<file path="src/sv/espe_pkg.sv">
// Shared types and constants for the encoder speed and position estimator.
// Used by every module of the block but espe_div; no dependencies.
package espe_pkg;

    // Field widths
    localparam int RAW_W      = 12;
    localparam int TIME_W     = 32;
    localparam int COUNT_W    = 13;
    localparam int THR_W      = 12;
    localparam int SCALE_W    = 20;
    localparam int SPEED_W    = 32;
    localparam int REV_W      = 32;
    localparam int CFG_DATA_W = 20;
    localparam int CFG_IDX_W  = 1;

    // Default counts per mechanical revolution
    localparam int DEF_COUNTS_PER_REV = 4096;

    // Register reset values
    localparam logic [THR_W-1:0]   THR_RESET   = 12'd3000;
    localparam logic [SCALE_W-1:0] SCALE_RESET = 20'd100531;

    // Register indexes
    localparam logic [CFG_IDX_W-1:0] CFG_WRAP_THRESHOLD = 1'b0;
    localparam logic [CFG_IDX_W-1:0] CFG_SPEED_SCALE    = 1'b1;

    // Input transaction
    typedef struct packed {
        logic [RAW_W-1:0]  raw_count;
        logic [TIME_W-1:0] time_ms;
    } espe_in_t;

    // Output transaction
    typedef struct packed {
        logic signed [SPEED_W-1:0] speed;
        logic signed [REV_W-1:0]   revolutions;
        logic [COUNT_W-1:0]        angle_count;
    } espe_out_t;

    // Controller to datapath commands
    typedef struct packed {
        logic load_in;
        logic calc;
        logic mul;
        logic div_start;
        logic load_out;
    } espe_cmd_t;

    // Datapath to controller status
    typedef struct packed {
        logic elapsed_zero;
        logic div_busy;
    } espe_status_t;

endpackage

</file>
<file path="src/sv/espe_div.sv">
// Restoring unsigned divider, one quotient bit per cycle.
// Depends on nothing but its parameters.
module espe_div #(
    parameter int N_W = 34,
    parameter int D_W = 32
) (
    input  logic           clk,
    input  logic           rst_n,
    input  logic           start,
    input  logic [N_W-1:0] dividend,
    input  logic [D_W-1:0] divisor,
    output logic           busy,
    output logic [N_W-1:0] quotient
);

    localparam int CNT_W = $clog2(N_W + 1);

    logic [N_W-1:0]   q_reg;
    logic [D_W-1:0]   rem_reg;
    logic [D_W-1:0]   dvs_reg;
    logic [CNT_W-1:0] cnt_reg;
    logic             busy_reg;

    logic [D_W:0] shifted;
    logic [D_W:0] diff;

    // Trial subtraction of the divisor from the shifted remainder
    assign shifted = {rem_reg, q_reg[N_W-1]};
    assign diff    = shifted - {1'b0, dvs_reg};

    // Control: bit counter and busy flag
    always_ff @(posedge clk or negedge rst_n)
    begin
        if (!rst_n)
        begin
            busy_reg <= 1'b0;
            cnt_reg  <= '0;
        end
        else if (start)
        begin
            busy_reg <= 1'b1;
            cnt_reg  <= CNT_W'(N_W);
        end
        else if (busy_reg)
        begin
            cnt_reg <= cnt_reg - 1'b1;
            if (cnt_reg == CNT_W'(1))
            begin
                busy_reg <= 1'b0;
            end
        end
    end

    // Data: remainder and quotient shift register
    always_ff @(posedge clk)
    begin
        if (start)
        begin
            q_reg   <= dividend;
            rem_reg <= '0;
            dvs_reg <= divisor;
        end
        else if (busy_reg)
        begin
            if (!diff[D_W])
            begin
                rem_reg <= diff[D_W-1:0];
                q_reg   <= {q_reg[N_W-2:0], 1'b1};
            end
            else
            begin
                rem_reg <= shifted[D_W-1:0];
                q_reg   <= {q_reg[N_W-2:0], 1'b0};
            end
        end
    end

    assign busy     = busy_reg;
    assign quotient = q_reg;

endmodule

</file>
<file path="src/sv/espe_datapath.sv">
// Datapath: sample capture, wrap correction, scale multiply, signed divide
// and saturation, plus the tracking state. Uses espe_pkg and espe_div.
module espe_datapath
    import espe_pkg::*;
#(
    parameter int COUNTS_PER_REV = DEF_COUNTS_PER_REV
) (
    input  logic                  clk,
    input  logic                  rst_n,
    input  espe_in_t              in_data,
    input  logic                  cfg_we,
    input  logic [CFG_IDX_W-1:0]  cfg_index,
    input  logic [CFG_DATA_W-1:0] cfg_data,
    input  espe_cmd_t             cmd,
    output espe_status_t          status,
    output espe_out_t             out_data
);

    // Delta must hold a count difference plus or minus one revolution
    localparam int DELTA_W = $clog2(COUNTS_PER_REV + (1 << COUNT_W)) + 1;
    localparam int PROD_W  = DELTA_W + SCALE_W + 1;
    localparam int MAG_W   = DELTA_W + SCALE_W - 1;
    localparam logic signed [DELTA_W-1:0] CPR_D = DELTA_W'(COUNTS_PER_REV);
    localparam logic [MAG_W-1:0] POS_LIMIT = MAG_W'(32'h7FFF_FFFF);
    localparam logic [MAG_W-1:0] NEG_LIMIT = MAG_W'(33'h0_8000_0000);

    // Configuration
    logic [THR_W-1:0]   thr_reg;
    logic [SCALE_W-1:0] scale_reg;

    // Captured sample
    logic [RAW_W-1:0]  raw_reg;
    logic [TIME_W-1:0] now_reg;

    // Tracking state
    logic [COUNT_W-1:0]      prev_count_reg;
    logic [TIME_W-1:0]       prev_time_reg;
    logic [REV_W-1:0]        rev_reg;
    logic signed [SPEED_W-1:0] held_reg;

    // Work registers
    logic [COUNT_W-1:0]        count_reg;
    logic signed [DELTA_W-1:0] delta_reg;
    logic signed [TIME_W-1:0]  elapsed_reg;
    logic signed [PROD_W-1:0]  prod_reg;
    logic                      neg_reg;
    espe_out_t                 out_reg;

    logic [COUNT_W-1:0]        count_c;
    logic signed [DELTA_W-1:0] delta0;
    logic signed [DELTA_W-1:0] delta1;
    logic signed [DELTA_W-1:0] delta2;
    logic signed [DELTA_W-1:0] thr_d;
    logic [REV_W-1:0]          rev1;
    logic [REV_W-1:0]          rev2;
    logic signed [PROD_W-1:0]  prod_neg;
    logic [MAG_W-1:0]          prod_abs;
    logic [TIME_W-1:0]         elapsed_abs;
    logic [MAG_W-1:0]          quot;
    logic signed [SPEED_W-1:0] speed_sat;
    logic signed [SPEED_W-1:0] speed_next;
    logic                      div_busy;

    // Angle count and wrap-corrected delta
    always_comb
    begin
        count_c = COUNT_W'(CPR_D - DELTA_W'(raw_reg));
        thr_d   = DELTA_W'(thr_reg);
        delta0  = DELTA_W'(count_c) - DELTA_W'(prev_count_reg);
        delta1  = delta0;
        rev1    = rev_reg;
        if (delta0 >= thr_d)
        begin
            delta1 = delta0 - CPR_D;
            rev1   = rev_reg - 1'b1;
        end
        delta2 = delta1;
        rev2   = rev1;
        if (delta1 <= -thr_d)
        begin
            delta2 = delta1 + CPR_D;
            rev2   = rev1 + 1'b1;
        end
    end

    // Magnitudes for the unsigned divider
    assign prod_neg    = -prod_reg;
    assign prod_abs    = prod_reg[PROD_W-1] ? prod_neg[MAG_W-1:0] : prod_reg[MAG_W-1:0];
    assign elapsed_abs = elapsed_reg[TIME_W-1] ? TIME_W'(-elapsed_reg) : TIME_W'(elapsed_reg);

    espe_div #(
        .N_W (MAG_W),
        .D_W (TIME_W)
    ) u_div (
        .clk      (clk),
        .rst_n    (rst_n),
        .start    (cmd.div_start),
        .dividend (prod_abs),
        .divisor  (elapsed_abs),
        .busy     (div_busy),
        .quotient (quot)
    );

    // Sign restore and saturation of the quotient
    always_comb
    begin
        if (!neg_reg)
        begin
            speed_sat = (quot > POS_LIMIT) ? 32'sh7FFF_FFFF : SPEED_W'(quot);
        end
        else
        begin
            speed_sat = (quot > NEG_LIMIT) ? 32'sh8000_0000 : SPEED_W'(-quot);
        end
        speed_next = (elapsed_reg == '0) ? held_reg : speed_sat;
    end

    // Configuration registers
    always_ff @(posedge clk or negedge rst_n)
    begin
        if (!rst_n)
        begin
            thr_reg   <= THR_RESET;
            scale_reg <= SCALE_RESET;
        end
        else if (cfg_we)
        begin
            case (cfg_index)
                CFG_WRAP_THRESHOLD: thr_reg   <= cfg_data[THR_W-1:0];
                CFG_SPEED_SCALE:    scale_reg <= cfg_data[SCALE_W-1:0];
                default:            thr_reg   <= thr_reg;
            endcase
        end
    end

    // Tracking state
    always_ff @(posedge clk or negedge rst_n)
    begin
        if (!rst_n)
        begin
            prev_count_reg <= '0;
            prev_time_reg  <= '0;
            rev_reg        <= '0;
            held_reg       <= '0;
        end
        else
        begin
            if (cmd.calc)
            begin
                prev_count_reg <= count_c;
                prev_time_reg  <= now_reg;
                rev_reg        <= rev2;
            end
            if (cmd.load_out)
            begin
                held_reg <= speed_next;
            end
        end
    end

    // Payload pipeline
    always_ff @(posedge clk)
    begin
        if (cmd.load_in)
        begin
            raw_reg <= in_data.raw_count;
            now_reg <= in_data.time_ms;
        end
        if (cmd.calc)
        begin
            count_reg   <= count_c;
            delta_reg   <= delta2;
            elapsed_reg <= now_reg - prev_time_reg;
        end
        if (cmd.mul)
        begin
            prod_reg <= delta_reg * $signed({1'b0, scale_reg});
        end
        if (cmd.div_start)
        begin
            neg_reg <= prod_reg[PROD_W-1] ^ elapsed_reg[TIME_W-1];
        end
        if (cmd.load_out)
        begin
            out_reg.speed       <= speed_next;
            out_reg.revolutions <= rev_reg;
            out_reg.angle_count <= count_reg;
        end
    end

    assign status.elapsed_zero = (elapsed_reg == '0);
    assign status.div_busy     = div_busy;
    assign out_data            = out_reg;

endmodule

</file>
<file path="src/sv/espe_ctrl.sv">
// Controller state machine: sequences one sample through the datapath and
// owns the output valid flag. Uses espe_pkg.
module espe_ctrl
    import espe_pkg::*;
(
    input  logic         clk,
    input  logic         rst_n,
    input  logic         in_valid,
    output logic         in_ready,
    output logic         out_valid,
    input  logic         out_ready,
    input  espe_status_t status,
    output espe_cmd_t    cmd
);

    typedef enum logic [2:0] {
        ST_IDLE,
        ST_CALC,
        ST_MUL,
        ST_START,
        ST_DIV,
        ST_FINISH
    } state_t;

    state_t state_reg;
    logic   out_valid_reg;
    logic   out_free;

    assign out_free = !out_valid_reg || out_ready;

    // Commands decoded from state
    always_comb
    begin
        cmd           = '0;
        cmd.load_in   = (state_reg == ST_IDLE) && in_valid;
        cmd.calc      = (state_reg == ST_CALC);
        cmd.mul       = (state_reg == ST_MUL);
        cmd.div_start = (state_reg == ST_START) && !status.elapsed_zero;
        cmd.load_out  = (state_reg == ST_FINISH) && out_free;
    end

    // State and output valid
    always_ff @(posedge clk or negedge rst_n)
    begin
        if (!rst_n)
        begin
            state_reg     <= ST_IDLE;
            out_valid_reg <= 1'b0;
        end
        else
        begin
            // set when a result is loaded, cleared on its transaction
            if ((state_reg == ST_FINISH) && out_free)
            begin
                out_valid_reg <= 1'b1;
            end
            else if (out_ready)
            begin
                out_valid_reg <= 1'b0;
            end
            case (state_reg)
                ST_IDLE:
                begin
                    if (in_valid)
                    begin
                        state_reg <= ST_CALC;
                    end
                end
                ST_CALC:  state_reg <= ST_MUL;
                ST_MUL:   state_reg <= ST_START;
                ST_START: state_reg <= status.elapsed_zero ? ST_FINISH : ST_DIV;
                ST_DIV:
                begin
                    if (!status.div_busy)
                    begin
                        state_reg <= ST_FINISH;
                    end
                end
                ST_FINISH:
                begin
                    if (out_free)
                    begin
                        state_reg <= ST_IDLE;
                    end
                end
                default: state_reg <= ST_IDLE;
            endcase
        end
    end

    assign in_ready  = (state_reg == ST_IDLE);
    assign out_valid = out_valid_reg;

endmodule

</file>
<file path="src/sv/encoder_speed_position_estimator.sv">
// Encoder speed and position estimator, top level.
// Uses espe_pkg, espe_ctrl, espe_datapath (and espe_div below it).
//
// Input channel (in_valid/in_ready/in_data) takes one sample per transaction:
// the raw quadrature timer count and a millisecond timestamp. The output
// channel (out_valid/out_ready/out_data) returns one result per sample:
// saturated Q16.16 speed, revolution counter and angle count.
// cfg_we/cfg_index/cfg_data write wrap_threshold (index 0) and speed_scale
// (index 1) at any edge with cfg_we high; write only while idle.
//
// From input acceptance to out_valid a sample passes the states CALC, MUL,
// START, DIV and FINISH. In DIV the restoring divider retires one quotient
// bit per cycle, MAG_W bits in all (34 with the default 4096 counts per rev).
// A sample with no elapsed time skips DIV. One sample is in work at a time:
// the next is accepted only once the block is back in idle.
// A result waits in the output register while the receiver stalls; the next
// sample is still accepted and processed, and it waits before its final
// step until the register is free.
// Reset clears the tracking state to zero and loads the register defaults.
module encoder_speed_position_estimator
    import espe_pkg::*;
#(
    parameter int COUNTS_PER_REV = DEF_COUNTS_PER_REV
) (
    input  logic                  clk,
    input  logic                  rst_n,
    input  logic                  in_valid,
    output logic                  in_ready,
    input  espe_in_t              in_data,
    output logic                  out_valid,
    input  logic                  out_ready,
    output espe_out_t             out_data,
    input  logic                  cfg_we,
    input  logic [CFG_IDX_W-1:0]  cfg_index,
    input  logic [CFG_DATA_W-1:0] cfg_data
);

    espe_cmd_t    cmd;
    espe_status_t status;

    espe_ctrl u_ctrl (
        .clk       (clk),
        .rst_n     (rst_n),
        .in_valid  (in_valid),
        .in_ready  (in_ready),
        .out_valid (out_valid),
        .out_ready (out_ready),
        .status    (status),
        .cmd       (cmd)
    );

    espe_datapath #(
        .COUNTS_PER_REV (COUNTS_PER_REV)
    ) u_datapath (
        .clk       (clk),
        .rst_n     (rst_n),
        .in_data   (in_data),
        .cfg_we    (cfg_we),
        .cfg_index (cfg_index),
        .cfg_data  (cfg_data),
        .cmd       (cmd),
        .status    (status),
        .out_data  (out_data)
    );

endmodule

</file>
<file path="config.mk">
export PLATFORM = sky130hd
export DESIGN_NAME = encoder_speed_position_estimator
export DESIGN_NICKNAME = d
export VERILOG_FILES = /design/src/sv/espe_pkg.sv /design/src/sv/espe_div.sv /design/src/sv/espe_datapath.sv /design/src/sv/espe_ctrl.sv /design/src/sv/encoder_speed_position_estimator.sv
export SDC_FILE = /design/constraint.sdc
export NUM_CORES = 2
export LEC_CHECK = 0
export ABC_AREA = 1
export BUFFER_PORTS_ARGS = -buffer_cell sky130_fd_sc_hd__buf_2
export CAP_MARGIN = 10
export CORE_MARGIN = 5
export CORE_UTILIZATION = 55
export CTS_CLUSTER_DIAMETER = 50
export CTS_CLUSTER_SIZE = 16
export DETAILED_ROUTE_END_ITERATION = 6
export PLACE_DENSITY = 0.72
export SLEW_MARGIN = 0
export SYNTH_ARGS = -nofsm -noshare
export SYNTH_HDL_FRONTEND = slang
export SYNTH_SLANG_ARGS = --single-unit
</file>
<file path="constraint.sdc">
create_clock -name clk -period 7.95 [get_ports clk]
set_input_delay 0.795 -clock clk [delete_from_list [all_inputs] [get_ports clk]]
set_output_delay 0.795 -clock clk [all_outputs]
set_load 0.02 [all_outputs]
</file>
==> flow_results.xml <==
<?xml version="1.0" encoding="UTF-8"?>
<metrics>
  <group name="die">
    <metric name="floorplan_row_count" unit="">93</metric>
    <metric name="io_pins" unit="">149</metric>
    <metric name="initial_utilization" unit="%">55.7</metric>
    <metric name="chipHeight" unit="um">266</metric>
    <metric name="die_footprint" unit="um^2">70600</metric>
    <metric name="die_w" unit="um">266</metric>
    <metric name="core_area" unit="um^2">64600</metric>
  </group>
  <group name="logic_synthesis">
    <metric name="synth-edff-count" unit="">283</metric>
    <metric name="synth-adder-area-share" unit="%">21.3</metric>
    <metric name="synth_most_common_cell" unit="">sky130_fd_sc_hd__nand2_1</metric>
    <metric name="ys_dominant_reg_cell" unit="">sky130_fd_sc_hd__edfxtp_1</metric>
    <metric name="top_area_cell_type_share_of_the_netlist_area" unit="%">23.6</metric>
    <metric name="synth_simple_gate_area_share" unit="%">18.1</metric>
    <metric name="synth_async_sr_flop_share" unit="%">32.5</metric>
    <metric name="yosys.area.top_type" unit="">sky130_fd_sc_hd__edfxtp_1</metric>
    <metric name="ys_seq_area_share" unit="%">36.0</metric>
    <metric name="synth_top_family_by_area" unit="">adder cells</metric>
    <metric name="area_contributors_post_synth" unit="">sky130_fd_sc_hd__edfxtp_1 (24%), sky130_fd_sc_hd__fa_1 (13%), sky130_fd_sc_hd__nand2_1 (10%)</metric>
    <metric name="synth-xor-area-share" unit="%">5.92</metric>
    <metric name="ys.warnings.count" unit="">0</metric>
    <metric name="synth.area.mux_share" unit="%">0.250</metric>
    <metric name="post_synth_num_cell_types" unit="">58</metric>
    <metric name="avgSynthCellArea" unit="um^2">8.57</metric>
    <metric name="synth.cells.most_frequent" unit="">sky130_fd_sc_hd__nand2_1 (968), sky130_fd_sc_hd__inv_1 (765), sky130_fd_sc_hd__edfxtp_1 (283)</metric>
    <metric name="synthesized_nets" unit="">4741</metric>
    <metric name="ys_ff_latch" unit="">467</metric>
    <metric name="syn_inst" unit="">4199</metric>
    <metric name="area_fraction_in_compound_gates_after_synthesis" unit="%">8.74</metric>
    <metric name="netlist_area_before_placement" unit="um^2">36000</metric>
  </group>
  <group name="route">
    <metric name="met3_length" unit="mm">4.99</metric>
    <metric name="final_antenna_net_count" unit="">0</metric>
    <metric name="avgViaCountPerCell" unit="">5.29</metric>
    <metric name="routed-via-count" unit="">27500</metric>
    <metric name="detail_route.drc_violations" unit="">0</metric>
    <metric name="routedLengthMet1" unit="mm">36.7</metric>
    <metric name="met2_wirelength" unit="mm">39.0</metric>
    <metric name="drtPass1Iterations" unit="">5</metric>
    <metric name="routedWlPerCell" unit="um">15.9</metric>
    <metric name="drt_first_iter_violations" unit="">1990</metric>
    <metric name="top_layer" unit="">met4</metric>
    <metric name="drt-total-wl" unit="mm">82.7</metric>
  </group>
  <group name="global_routing">
    <metric name="grt_util_all_layers" unit="%">23.2</metric>
    <metric name="first_global_vias" unit="">27000</metric>
    <metric name="grt_start_max_net_pins" unit="">96</metric>
    <metric name="grt_first_pass_wirelength" unit="mm">136</metric>
    <metric name="grt_overflow_total" unit="">0</metric>
    <metric name="grt_antenna_before_repair" unit="">1</metric>
  </group>
  <group name="finish">
    <metric name="largest_register_ffs" unit="">77</metric>
    <metric name="antenna_cells_inserted" unit="">0</metric>
    <metric name="final-seq-area" unit="um^2">13000</metric>
    <metric name="final_core_utilization" unit="%">60.8</metric>
    <metric name="multi_input_area" unit="um^2">19600</metric>
    <metric name="finish.net_count" unit="">4836</metric>
    <metric name="areaGrowthSynthToFinish" unit="%">9.15</metric>
    <metric name="layout-drive-gt1-share" unit="%">8.85</metric>
    <metric name="fillCellCount" unit="">5620</metric>
  </group>
  <group name="sta">
    <metric name="fmax" unit="GHz">0.140</metric>
    <metric name="slew-limit-headroom" unit="%">24.3</metric>
    <metric name="slew_viol_final" unit="">0</metric>
    <metric name="post-route-min-period" unit="ns">7.14</metric>
    <metric name="total_negative_setup_slack" unit="ns">0</metric>
    <metric name="rsz0062_at_grt" unit="">no</metric>
    <metric name="max_slew.worst_pin.slew" unit="ns">1.13</metric>
    <metric name="min_period_over_period" unit="%">89.8</metric>
    <metric name="finalClockSkew" unit="ns">0.0359</metric>
    <metric name="report.final.setup_viol" unit="">0</metric>
    <metric name="hold_violations" unit="">0</metric>
    <metric name="finalHoldWorstSlack" unit="ns">0.170</metric>
    <metric name="final_critical_path_setup_slack" unit="ns">0.807</metric>
  </group>
  <group name="clock_network">
    <metric name="clock_sinks" unit="">467</metric>
    <metric name="worst_skew_pair.late_latency" unit="ns">0.62</metric>
    <metric name="clock_path_buffers" unit="">3</metric>
    <metric name="post_cts_hold_buffer_count" unit="">0</metric>
    <metric name="clock_tree.htree_level_count" unit="">2</metric>
    <metric name="tritoncts" unit="">built</metric>
    <metric name="total_clock_buffers_created_by_cts" unit="">51</metric>
    <metric name="cts-root-buf" unit="">sky130_fd_sc_hd__clkbuf_16</metric>
    <metric name="cts.reportedPaths.clkPinSlew" unit="ns">0.07</metric>
  </group>
  <group name="setup_path">
    <metric name="critical_path.endpoint_type" unit="">flop</metric>
    <metric name="worstPathArrival" unit="ns">7.60</metric>
    <metric name="critical_path_type" unit="">reg -&gt; reg</metric>
    <metric name="slowest_stage" unit="">sky130_fd_sc_hd__edfxtp_1</metric>
    <metric name="critical-path-top-cell-by-count" unit="">sky130_fd_sc_hd__nand2_1</metric>
    <metric name="critical_path_required" unit="ns">8.41</metric>
    <metric name="cp_max_fo" unit="">46</metric>
    <metric name="setup.worst_path.start_class" unit="">flop</metric>
    <metric name="slowest_delay" unit="ns">0.43</metric>
  </group>
  <group name="place">
    <metric name="globalplace.congestion" unit="">0.924</metric>
    <metric name="dp_hpwl" unit="mm">62.3</metric>
    <metric name="placement.setup.worst_slack" unit="ns">0.756</metric>
    <metric name="place.port_buffers" unit="">148</metric>
  </group>
  <group name="flow_run">
    <metric name="cap_viol_max_count" unit="">0</metric>
  </group>
  <group name="status">
    <metric name="outcome" unit="">complete, no violations</metric>
  </group>
  <group name="worst_hold_path">
    <metric name="worst_hold_path_type" unit="">in -&gt; async</metric>
  </group>
</metrics>
[metrics by stage]
step           cell area, um^2  instances
3_5_place_dp             37400       5096
2_1_floorplan            36000       4199
6_report                 39300       5192
3_3_place_gp             37400       5096
4_1_cts                  39300       5192
5_1_grt                  39300       5192
[worst paths after layout]
check / start / end / slack, ns / cells after the start
max in group asynchronous: rst_n / u_datapath.rev_reg[13] / 6.34 / 2
min in group clk: in_data[41] / u_datapath.raw_reg[9] / 0.35 / 1
max: u_datapath.raw_reg[0] / u_datapath.rev_reg[21] / 0.81 / 41
max reg2reg: u_datapath.raw_reg[0] / u_datapath.rev_reg[21] / 0.81 / 41
min: rst_n / u_datapath.held_reg[21] / 0.17 / 1
min reg2reg: u_datapath.count_reg[10] / u_datapath.out_data[10] / 0.46 / 0
[kinds of logic (layout without fill, tap and decap cells)]
| group | Yosys count | count (layout) |
|---|---|---|
| simple gates | 1541 | 1541 |
| compound gates | 563 | 563 |
| mux | 8 | 8 |
| xor+xnor | 243 | 243 |
| fa+ha+maj | 472 | 472 |
| buf+inv | 905 | 1043 |
| flops | 467 | 467 |
[cells in the final DEF (no fill, tap or decap), types with 26 or more instances in the layout]
| cell | synthesis | layout |
|---|---|---|
| sky130_fd_sc_hd__nand2_1 | 968 | 967 |
| sky130_fd_sc_hd__inv_1 | 765 | 764 |
| sky130_fd_sc_hd__edfxtp_1 | 283 | 283 |
| sky130_fd_sc_hd__o21ai_0 | 267 | 267 |
| sky130_fd_sc_hd__nor2_1 | 253 | 249 |
| sky130_fd_sc_hd__fa_1 | 236 | 236 |
| sky130_fd_sc_hd__ha_1 | 236 | 236 |
| sky130_fd_sc_hd__xor2_1 | 168 | 168 |
| sky130_fd_sc_hd__buf_2 | 14 | 147 |
| sky130_fd_sc_hd__a21oi_1 | 141 | 141 |
| sky130_fd_sc_hd__dfrtp_1 | 137 | 137 |
| sky130_fd_sc_hd__nand3_1 | 130 | 129 |
| sky130_fd_sc_hd__xnor2_1 | 75 | 75 |
| sky130_fd_sc_hd__clkbuf_16 | 0 | 51 |
| sky130_fd_sc_hd__nor3_1 | 46 | 45 |
| sky130_fd_sc_hd__o211ai_1 | 38 | 38 |
| sky130_fd_sc_hd__nand4_1 | 37 | 37 |
| sky130_fd_sc_hd__dfxtp_1 | 32 | 32 |
| sky130_fd_sc_hd__a31oi_1 | 26 | 26 |
[critical path: cells and delay by family, from the launching register on]
kind	cells	cell delay, ns
AND/OR/NAND/NOR	24	3.36
adder cells (fa/ha/maj)	4	1.29
AO/OA/AOI/OAI	6	1.00
XOR/XNOR	2	0.45
flip-flops	1	0.43
buffers and inverters	5	0.40
[routing by layer]
metal / vias up / track usage [%]
li1: 13600 / -
met1: 13000 / 32.3
met2: 727 / 38.5
met3: 142 / 3.52
met4: 0 / 5.91
met5: - / 0
[timing repair]
item | in CTS | in global routing
setup buffers | 0 | 0
gates resized for setup | 0 | 1
endpoints found under the setup margin | 0 | 3
[layout make-up]
class / instances / area share (%)
clock buffers: 55 / 3.34
clock inverters: 41 / 1.28
inverters: 779 / 7.46
multi-input cells: 2827 / 49.9
flip-flops and latches: 467 / 33.0
well taps: 855 / 2.72
repair buffers: 168 / 2.28
Power is left out: the tool's default activity adds up to more than one toggle a clock period on the data nets, which glitch-free logic cannot reach.
